--- src/rtl/bhx_pkg.sv ---
`timescale 1ns / 1ps
// shared types and constants for the binhex rle and 6-bit encoder
// no dependencies

package bhx_pkg;

    localparam int unsigned MAX_RUN_DEF = 255;
    localparam int unsigned QUEUE_DEPTH = 2;
    localparam int unsigned ENTRY_BYTES = 4;
    localparam int unsigned NBYTES_W    = $clog2(ENTRY_BYTES + 1);

    localparam logic       MODE_DATA   = 1'b0;
    localparam logic       MODE_FINISH = 1'b1;
    localparam logic [7:0] RUN_MARK    = 8'h90;

    // encoded bytes produced by one input word, plus flush request
    typedef struct packed {
        logic [ENTRY_BYTES-1:0][7:0] bytes;
        logic [NBYTES_W-1:0]         nbytes;
        logic                        flush;
    } entry_t;

    localparam logic [7:0] ALPHABET [64] = '{
        8'h21, 8'h22, 8'h23, 8'h24, 8'h25, 8'h26, 8'h27, 8'h28,
        8'h29, 8'h2A, 8'h2B, 8'h2C, 8'h2D, 8'h30, 8'h31, 8'h32,
        8'h33, 8'h34, 8'h35, 8'h36, 8'h38, 8'h39, 8'h40, 8'h41,
        8'h42, 8'h43, 8'h44, 8'h45, 8'h46, 8'h47, 8'h48, 8'h49,
        8'h4A, 8'h4B, 8'h4C, 8'h4D, 8'h4E, 8'h50, 8'h51, 8'h52,
        8'h53, 8'h54, 8'h55, 8'h56, 8'h58, 8'h59, 8'h5A, 8'h5B,
        8'h60, 8'h61, 8'h62, 8'h63, 8'h64, 8'h65, 8'h66, 8'h68,
        8'h69, 8'h6A, 8'h6B, 8'h6C, 8'h6D, 8'h70, 8'h71, 8'h72
    };

endpackage

--- src/rtl/bhx_if.sv ---
`timescale 1ns / 1ps
// valid/ready channel interfaces for input bytes and output characters
// no dependencies

interface bhx_in_if;
    logic       valid;
    logic       ready;
    logic       mode;
    logic [7:0] data_byte;

    modport source (output valid, output mode, output data_byte, input ready);
    modport sink   (input valid, input mode, input data_byte, output ready);
endinterface

interface bhx_out_if;
    logic       valid;
    logic       ready;
    logic [7:0] out_char;
    logic       last;

    modport source (output valid, output out_char, output last, input ready);
    modport sink   (input valid, input out_char, input last, output ready);
endinterface

--- src/rtl/binhex_encode_rle_8to6_unit.sv ---
`timescale 1ns / 1ps
// binhex 4.0 run-length coder and 8-to-6 character encoder, top level
// depends on bhx_pkg, bhx_if, bhx_front, bhx_queue, bhx_back
// words are registered in the queue, characters in the output register
// throughput: one input word per cycle into a two-entry queue while it is
// not full; the packer emits one character per cycle unless output stalls
// reset: asynchronous, no pending byte, run count one, symbol phase zero

module binhex_encode_rle_8to6_unit #(
    parameter int unsigned MAX_RUN = bhx_pkg::MAX_RUN_DEF
) (
    input  logic      clk,
    input  logic      rst_n,
    bhx_in_if.sink    din,
    bhx_out_if.source dout
);
    import bhx_pkg::*;

    logic   q_push, q_pop, q_full, q_valid;
    entry_t q_entry, q_head;

    bhx_front #(
        .MAX_RUN (MAX_RUN)
    ) u_front (
        .clk     (clk),
        .rst_n   (rst_n),
        .din     (din),
        .q_full  (q_full),
        .q_push  (q_push),
        .q_entry (q_entry)
    );

    bhx_queue #(
        .DEPTH (QUEUE_DEPTH)
    ) u_queue (
        .clk        (clk),
        .rst_n      (rst_n),
        .push       (q_push),
        .push_entry (q_entry),
        .pop        (q_pop),
        .full       (q_full),
        .not_empty  (q_valid),
        .head       (q_head)
    );

    bhx_back u_back (
        .clk     (clk),
        .rst_n   (rst_n),
        .q_valid (q_valid),
        .head    (q_head),
        .q_pop   (q_pop),
        .dout    (dout)
    );

endmodule

--- src/rtl/bhx_front.sv ---
`timescale 1ns / 1ps
// front end: accepts input words, does run-length coding, emits encoded byte groups
// depends on bhx_pkg and bhx_in_if

module bhx_front #(
    parameter int unsigned MAX_RUN = bhx_pkg::MAX_RUN_DEF
) (
    input  logic            clk,
    input  logic            rst_n,
    bhx_in_if.sink          din,
    input  logic            q_full,
    output logic            q_push,
    output bhx_pkg::entry_t q_entry
);
    import bhx_pkg::*;

    logic [7:0] prev_byte_reg, prev_byte_next;
    logic       prev_valid_reg, prev_valid_next;
    logic [7:0] run_count_reg, run_count_next;

    logic       accept;
    logic       is_rep;
    logic [1:0] nrun;
    logic [7:0] run0, run1;
    logic [1:0] nlit;
    logic [7:0] lit0;
    entry_t     ent;

    assign din.ready = !q_full;
    assign accept    = din.valid && din.ready;
    assign is_rep    = prev_valid_reg && (din.data_byte == prev_byte_reg);
    assign lit0      = din.data_byte;
    assign nlit      = (din.data_byte == RUN_MARK) ? 2'd2 : 2'd1;

    // bytes that close the pending run
    always_comb
    begin
        nrun = 2'd0;
        run0 = RUN_MARK;
        run1 = run_count_reg;
        if (run_count_reg > 8'd1)
        begin
            if (run_count_reg == 8'd2 && prev_byte_reg != RUN_MARK)
            begin
                nrun = 2'd1;
                run0 = prev_byte_reg;
            end
            else
            begin
                nrun = 2'd2;
            end
        end
    end

    always_comb
    begin
        ent             = '0;
        prev_byte_next  = prev_byte_reg;
        prev_valid_next = prev_valid_reg;
        run_count_next  = run_count_reg;
        if (din.mode == MODE_DATA)
        begin
            if (is_rep)
            begin
                if (run_count_reg < 8'(MAX_RUN))
                begin
                    run_count_next = run_count_reg + 8'd1;
                end
                else
                begin
                    ent.bytes[0]   = RUN_MARK;
                    ent.bytes[1]   = run_count_reg;
                    ent.nbytes     = NBYTES_W'(2);
                    run_count_next = 8'd2;
                end
            end
            else
            begin
                // literal after the closing bytes; 0x90 gets a zero escape
                unique case (nrun)
                    2'd0:
                    begin
                        ent.bytes[0] = lit0;
                    end
                    2'd1:
                    begin
                        ent.bytes[0] = run0;
                        ent.bytes[1] = lit0;
                    end
                    default:
                    begin
                        ent.bytes[0] = run0;
                        ent.bytes[1] = run1;
                        ent.bytes[2] = lit0;
                    end
                endcase
                ent.nbytes      = NBYTES_W'(nrun) + NBYTES_W'(nlit);
                prev_byte_next  = din.data_byte;
                prev_valid_next = 1'b1;
                run_count_next  = 8'd1;
            end
        end
        else
        begin
            ent.bytes[0]    = run0;
            ent.bytes[1]    = run1;
            ent.nbytes      = NBYTES_W'(nrun);
            ent.flush       = 1'b1;
            prev_byte_next  = 8'd0;
            prev_valid_next = 1'b0;
            run_count_next  = 8'd1;
        end
    end

    assign q_entry = ent;
    assign q_push  = accept && ((ent.nbytes != '0) || ent.flush);

    always_ff @(posedge clk or negedge rst_n)
    begin
        if (!rst_n)
        begin
            prev_byte_reg  <= 8'd0;
            prev_valid_reg <= 1'b0;
            run_count_reg  <= 8'd1;
        end
        else if (accept)
        begin
            prev_byte_reg  <= prev_byte_next;
            prev_valid_reg <= prev_valid_next;
            run_count_reg  <= run_count_next;
        end
    end

endmodule

--- src/rtl/bhx_queue.sv ---
`timescale 1ns / 1ps
// small fifo of encoded byte groups between front and back
// depends on bhx_pkg

module bhx_queue #(
    parameter int unsigned DEPTH = bhx_pkg::QUEUE_DEPTH
) (
    input  logic            clk,
    input  logic            rst_n,
    input  logic            push,
    input  bhx_pkg::entry_t push_entry,
    input  logic            pop,
    output logic            full,
    output logic            not_empty,
    output bhx_pkg::entry_t head
);
    import bhx_pkg::*;

    localparam int unsigned PTR_W = (DEPTH > 1) ? $clog2(DEPTH) : 1;
    localparam int unsigned CNT_W = $clog2(DEPTH + 1);

    entry_t             mem [DEPTH];
    logic [PTR_W-1:0]   wr_ptr_reg, rd_ptr_reg;
    logic [CNT_W-1:0]   count_reg;
    logic               do_push, do_pop;

    assign full      = (count_reg == CNT_W'(DEPTH));
    assign not_empty = (count_reg != '0);
    assign head      = mem[rd_ptr_reg];
    assign do_push   = push && !full;
    assign do_pop    = pop && not_empty;

    always_ff @(posedge clk)
    begin
        if (do_push)
        begin
            mem[wr_ptr_reg] <= push_entry;
        end
    end

    always_ff @(posedge clk or negedge rst_n)
    begin
        if (!rst_n)
        begin
            wr_ptr_reg <= '0;
            rd_ptr_reg <= '0;
            count_reg  <= '0;
        end
        else
        begin
            if (do_push)
            begin
                wr_ptr_reg <= (wr_ptr_reg == PTR_W'(DEPTH - 1)) ? '0 : wr_ptr_reg + 1'b1;
            end
            if (do_pop)
            begin
                rd_ptr_reg <= (rd_ptr_reg == PTR_W'(DEPTH - 1)) ? '0 : rd_ptr_reg + 1'b1;
            end
            if (do_push && !do_pop)
            begin
                count_reg <= count_reg + 1'b1;
            end
            else if (do_pop && !do_push)
            begin
                count_reg <= count_reg - 1'b1;
            end
        end
    end

endmodule

--- src/rtl/bhx_back.sv ---
`timescale 1ns / 1ps
// back end: packs encoded bytes in 6-bit symbols, one char per ready cycle
// depends on bhx_pkg and bhx_out_if

module bhx_back (
    input  logic            clk,
    input  logic            rst_n,
    input  logic            q_valid,
    input  bhx_pkg::entry_t head,
    output logic            q_pop,
    bhx_out_if.source       dout
);
    import bhx_pkg::*;

    logic [1:0]          phase_reg, phase_next;
    logic [5:0]          carry_reg, carry_next;
    logic                sub_reg, sub_next;
    logic [NBYTES_W-1:0] idx_reg, idx_next;
    logic                out_valid_reg;
    logic [7:0]          out_char_reg;
    logic                out_last_reg;

    logic                can_step, step;
    logic                emit, last;
    logic [5:0]          sym;
    logic [7:0]          cur;
    logic                adv;

    assign can_step = !out_valid_reg || dout.ready;
    assign step     = can_step && q_valid;
    assign cur      = head.bytes[idx_reg[1:0]];

    always_comb
    begin
        phase_next = phase_reg;
        carry_next = carry_reg;
        sub_next   = sub_reg;
        idx_next   = idx_reg;
        emit       = 1'b0;
        last       = 1'b0;
        sym        = carry_reg;
        adv        = 1'b0;
        q_pop      = 1'b0;
        if (idx_reg < head.nbytes)
        begin
            emit = 1'b1;
            unique case (phase_reg)
                2'd1:
                begin
                    sym        = {2'b00, cur[7:4]} | carry_reg;
                    carry_next = {cur[3:0], 2'b00};
                    phase_next = 2'd2;
                    adv        = 1'b1;
                end
                2'd2:
                begin
                    if (!sub_reg)
                    begin
                        sym      = {4'b0000, cur[7:6]} | carry_reg;
                        sub_next = 1'b1;
                    end
                    else
                    begin
                        sym        = cur[5:0];
                        carry_next = 6'd0;
                        phase_next = 2'd0;
                        sub_next   = 1'b0;
                        adv        = 1'b1;
                    end
                end
                default:
                begin
                    sym        = cur[7:2];
                    carry_next = {cur[1:0], 4'b0000};
                    phase_next = 2'd1;
                    adv        = 1'b1;
                end
            endcase
            if (adv)
            begin
                if (idx_reg + 1'b1 == head.nbytes && !(head.flush && phase_next != 2'd0))
                begin
                    last     = 1'b1;
                    q_pop    = 1'b1;
                    idx_next = '0;
                end
                else
                begin
                    idx_next = idx_reg + 1'b1;
                end
            end
        end
        else
        begin
            // flush step: leftover bits go out zero padded
            emit       = (phase_reg != 2'd0);
            last       = 1'b1;
            sym        = carry_reg;
            q_pop      = 1'b1;
            idx_next   = '0;
            phase_next = 2'd0;
            carry_next = 6'd0;
            sub_next   = 1'b0;
        end
        if (!step)
        begin
            q_pop = 1'b0;
        end
    end

    always_ff @(posedge clk or negedge rst_n)
    begin
        if (!rst_n)
        begin
            phase_reg     <= 2'd0;
            carry_reg     <= 6'd0;
            sub_reg       <= 1'b0;
            idx_reg       <= '0;
            out_valid_reg <= 1'b0;
        end
        else
        begin
            if (step)
            begin
                phase_reg <= phase_next;
                carry_reg <= carry_next;
                sub_reg   <= sub_next;
                idx_reg   <= idx_next;
            end
            if (can_step)
            begin
                out_valid_reg <= step && emit;
            end
        end
    end

    always_ff @(posedge clk)
    begin
        if (step && emit)
        begin
            out_char_reg <= ALPHABET[sym];
            out_last_reg <= last;
        end
    end

    assign dout.valid    = out_valid_reg;
    assign dout.out_char = out_char_reg;
    assign dout.last     = out_last_reg;

endmodule

--- src/flat_wrapper.sv ---
// flat-port wrapper written by rule: the top's interface ports become plain ports
module binhex_encode_rle_8to6_unit_flat import bhx_pkg::*;
#(
    parameter int unsigned MAX_RUN = bhx_pkg::MAX_RUN_DEF
)
  (clk, rst_n, din_valid, din_mode, din_data_byte, din_ready, dout_valid, dout_out_char, dout_last, dout_ready);
  bhx_in_if din_i ();
  bhx_out_if dout_i ();
  input  logic clk;
  input  logic rst_n;
  input wire logic [$bits(din_i.valid)-1:0] din_valid;
  input wire logic [$bits(din_i.mode)-1:0] din_mode;
  input wire logic [$bits(din_i.data_byte)-1:0] din_data_byte;
  output wire logic [$bits(din_i.ready)-1:0] din_ready;
  output wire logic [$bits(dout_i.valid)-1:0] dout_valid;
  output wire logic [$bits(dout_i.out_char)-1:0] dout_out_char;
  output wire logic [$bits(dout_i.last)-1:0] dout_last;
  input wire logic [$bits(dout_i.ready)-1:0] dout_ready;
  assign din_i.valid = din_valid;
  assign din_i.mode = din_mode;
  assign din_i.data_byte = din_data_byte;
  assign din_ready = din_i.ready;
  assign dout_valid = dout_i.valid;
  assign dout_out_char = dout_i.out_char;
  assign dout_last = dout_i.last;
  assign dout_i.ready = dout_ready;
  binhex_encode_rle_8to6_unit #(.MAX_RUN(MAX_RUN)) u_core (.clk(clk), .rst_n(rst_n), .din(din_i), .dout(dout_i));
endmodule
--- config.mk ---
export PLATFORM = sky130hd
export DESIGN_NAME = binhex_encode_rle_8to6_unit_flat
export DESIGN_NICKNAME = d
export VERILOG_FILES = /design/src/rtl/bhx_pkg.sv /design/src/rtl/bhx_if.sv /design/src/rtl/binhex_encode_rle_8to6_unit.sv /design/src/rtl/bhx_front.sv /design/src/rtl/bhx_queue.sv /design/src/rtl/bhx_back.sv /design/src/flat_wrapper.sv
export SDC_FILE = /design/constraint.sdc
export NUM_CORES = 1
export LEC_CHECK = 0
export BUFFER_PORTS_ARGS = -buffer_cell sky130_fd_sc_hd__clkbuf_2
export CAP_MARGIN = 15
export CORE_ASPECT_RATIO = 0.6
export CORE_MARGIN = 2
export CORE_UTILIZATION = 55
export CTS_BUF_LIST = sky130_fd_sc_hd__clkbuf_4
export DETAILED_ROUTE_END_ITERATION = 7
export GPL_TIMING_DRIVEN = 0
export PLACE_DENSITY = 0.75
export SETUP_SLACK_MARGIN = 0.3
export SLEW_MARGIN = 20
export SYNTH_ARGS = -nofsm -noshare
export SYNTH_HDL_FRONTEND = slang
export SYNTH_SLANG_ARGS = --single-unit
--- constraint.sdc ---
create_clock -name clk -period 4.3 [get_ports clk]
set_input_delay 0.86 -clock clk [delete_from_list [all_inputs] [get_ports clk]]
set_output_delay 0.86 -clock clk [all_outputs]
set_load 0.02 [all_outputs]
==> flow_metrics.env <==
export IMPL_status="finished clean"
export IMPL_final_nets=601
export IMPL_drive_gt1_share_pct=18.18
export IMPL_fill_cells=784
export IMPL_cts_tree="done"
export IMPL_cp_slowest_cell="dfrtp_1"
export IMPL_syn_area_um2=5564
export IMPL_rsz0062_at_grt="yes"
export IMPL_avgSynthCellArea_um2=10.62
export IMPL_cpLargestDelayFamily="compound AO/OA/AOI/OAI gates"
export IMPL_overflow=0
export IMPL_grt_pass1_vias=4140
export IMPL_synth_top_cell_area_share_pct=34.54
export IMPL_synth_edff_count=64
export IMPL_hp_class="in -> async"
export IMPL_min_period_ns=3.981
export IMPL_max_stage_delay_ns=0.39
export IMPL_place_hpwl_mm=10.59
export IMPL_finalPower_mw=5.557
export IMPL_final_util_pct=63.03
export IMPL_r2r_cells=14
export IMPL_endpoint_kind="register"
export IMPL_cp_num_buf_inv=4
export IMPL_port_buffers=22
export IMPL_async_flop_share_pct=33.33
export IMPL_grt_pass1_wl_mm=22.83
export IMPL_clk_pin_slew_ns=0.16
export IMPL_multi_input_area_um2=2745
export IMPL_synth_nets=558
export IMPL_path_cells="buf_8 -> buf_8 -> buf_6 -> mux2i_4 -> ha_1 -> nand3b_1 -> nand3_1 -> a211oi_1 -> a221o_2 -> clkinv_2 -> nand2_1 -> mux2_2 -> a222oi_1 -> o21ai_1"
export IMPL_hold_viol=0
export IMPL_ant_nets=0
export IMPL_setup_viol=0
export IMPL_grt_max_degree=33
export IMPL_criticalPathCategory="reg -> reg"
export IMPL_synth_most_common_cell="edfxtp_1"
export IMPL_required_ns=4.51
export IMPL_largest_register_ffs=56
export IMPL_synth_top_area_cell="edfxtp_1"
export IMPL_clock_skew_ns=0.02387
export IMPL_finalMaxSlewViolations=0
export IMPL_relSlewSlack_pct=38.77
export IMPL_initial_core_util_pct=56.52
export IMPL_synthTopCellsByCount="64 x edfxtp_1, 54 x nand2_1, 41 x o21ai_0, 33 x nor2_1, 31 x dfrtp_1"
export IMPL_seq_area_frac_synth_pct=48.95
export IMPL_grt_usage_pct=28.09
export IMPL_coreArea_um2=9844
export IMPL_tightest_slew_ns=0.9114
export IMPL_irDropWorstVdd_mv=0.6015
export IMPL_synth_seq_cells=96
export IMPL_vias_per_cell=6.550
export IMPL_timing_rr_start="u_core.u_queue.rd_ptr_reg"
export IMPL_p_per_area_nw_per_um2=895.7
export IMPL_max_freq_mhz=251.2
export IMPL_fin_cells=707
export IMPL_dieArea_um2=10960
export IMPL_wl_mm=14.67
export IMPL_crit_top_cell="buf_8"
export IMPL_dieWidth_um=133.9
export IMPL_finalCritPeriodShare_pct=92.58
export IMPL_ctsHoldBuffers=0
export IMPL_start_kind="register"
export IMPL_cp_max_fo=10
export IMPL_seqCellArea_um2=2728
export IMPL_dp_cells=681
export IMPL_drtIter0Drc=764
export IMPL_boundaryPins=24
export IMPL_synth_cell_type_count=70
export IMPL_drc=0
export IMPL_r2r_setup_slack_ns=0.32
export IMPL_ctsRootBufferMaster="clkbuf_4"
export IMPL_cp_data_arrival_time_ns=4.19
export IMPL_numCtsBuffers=9
export IMPL_yosysWarnings=0
export IMPL_area_growth_synth_to_final_pct=11.51
export IMPL_synth_area_leaders="edfxtp_1 35%, dfrtp_1 14%, ha_1 4.5%"
export IMPL_synthesis_instances=524
export IMPL_h_tree_depth=3
export IMPL_diodes=0
export IMPL_clock_sinks=96
export IMPL_dieHeight_um=81.91
export IMPL_p_leak_nw=2.429
export IMPL_vias=4631
export IMPL_antenna_found_initial=0
export IMPL_wl_per_cell_um=20.75
export IMPL_r2r_end="u_core.u_back.dout.out_char[1]"
export IMPL_ys_flop_type="edfxtp_1"
export IMPL_clkLatencyLatePin_ns=0.47
export IMPL_clockBufferDepth=2
export IMPL_first_pass_iters=7
export IMPL_maxCapViolCount=0
export IMPL_gp_congestion=0.9614
export IMPL_rows=28
==> worst max-delay path by stage <==
stage,start,to,cells past startpoint
finish,u_core.u_queue.rd_ptr_reg,u_core.u_back.dout.out_char[1],14
global route,u_core.u_front.run1[3],u_core.u_queue.count_reg[1],15
CTS,u_core.u_queue.rd_ptr_reg,u_core.u_back.dout.out_char[1],15
detailed placement,u_core.u_queue.rd_ptr_reg,u_core.u_back.dout.out_char[1],15
global placement,u_core.u_queue.rd_ptr_reg,u_core.u_back.dout.out_char[1],15
floorplan,u_core.u_front.run1[0],u_core.u_queue.mem[1][0],12
==> where the power goes <==
part | switching [mW] | leakage (nW) | internal, mW
logic | 2.10 | 1.34 | 1.47
clock network | 0.322 | 0.0691 | 0.126
registers | 0.167 | 1.02 | 1.37
total | 2.59 | 2.43 | 2.97
==> routing by layer <==
metal | up-vias | track usage [%] | share of wire, %
met4 | 0 | 7.128 | 1.7
met1 | 2241 | 42.41 | 45
met5 | - | 0 | 0
met2 | 298 | 38.77 | 40
met3 | 32 | 8.951 | 13
li1 | 2060 | - | -
==> cell families after synthesis <==
group,Yosys count,share of synthesized area [%]
AOI/OAI and AO/OA,137,16.82
muxes,37,8.185
DFF,96,48.95
xor gates and xnor gates,15,2.361
other,1,0.06740
adders and majority gates,21,4.857
and+or+nand+nor,167,14.93
buffers and inverters,50,3.823
==> cell usage in the layout, fill, tap and decap left out, drive strengths merged, types with 5 or more instances in the layout <==
cell type,instances
a21oi,17
a22o,6
a22oi,14
and2,14
and3,7
buf,19
clkbuf,48
dfrtp,31
edfxtp,64
ha,20
inv,26
mux2,12
mux2i,20
mux4,5
nand2,54
nand2b,7
nand3,13
nor2,34
nor2b,6
nor3,9
nor4,5
o21ai,43
o22ai,6
xnor2,13
==> layout make-up <==
type	count	area share, %
plain buffers	27	2.662
well taps	135	2.722
clock inverters	7	0.8469
clock buffers	9	1.089
repair buffers	31	3.065
flip-flops and latches	96	43.96
inverters	23	1.412
multi-input cells	379	44.24
==> what timing repair did <==
action,CTS,global route
pin swaps,1,4
hold endpoints to repair,0,0
setup buffers,1,8
endpoints found under the setup margin,65,62
resized for setup,14,28
cloned,1,0
==> metrics by stage <==
| step | cell area (um^2) | worst slack, ns | hold slack, ns | setup TNS [ns] |
|---|---|---|---|---|
| after global placement | 5853 | -0.4874 | 0.4724 | -14.45 |
| final | 6205 | 0.3191 | 0.4703 | 0 |
| after CTS | 6046 | 0.1304 | 0.4856 | 0 |
| after global routing | 6205 | 0.2121 | 0.5190 | 0 |
| after floorplan | 5574 | 0.3220 | 0.4339 | 0 |
| after detailed placement | 5859 | -0.6108 | 0.4806 | -11.50 |
Note: power is estimated with default switching activity, not from simulation.
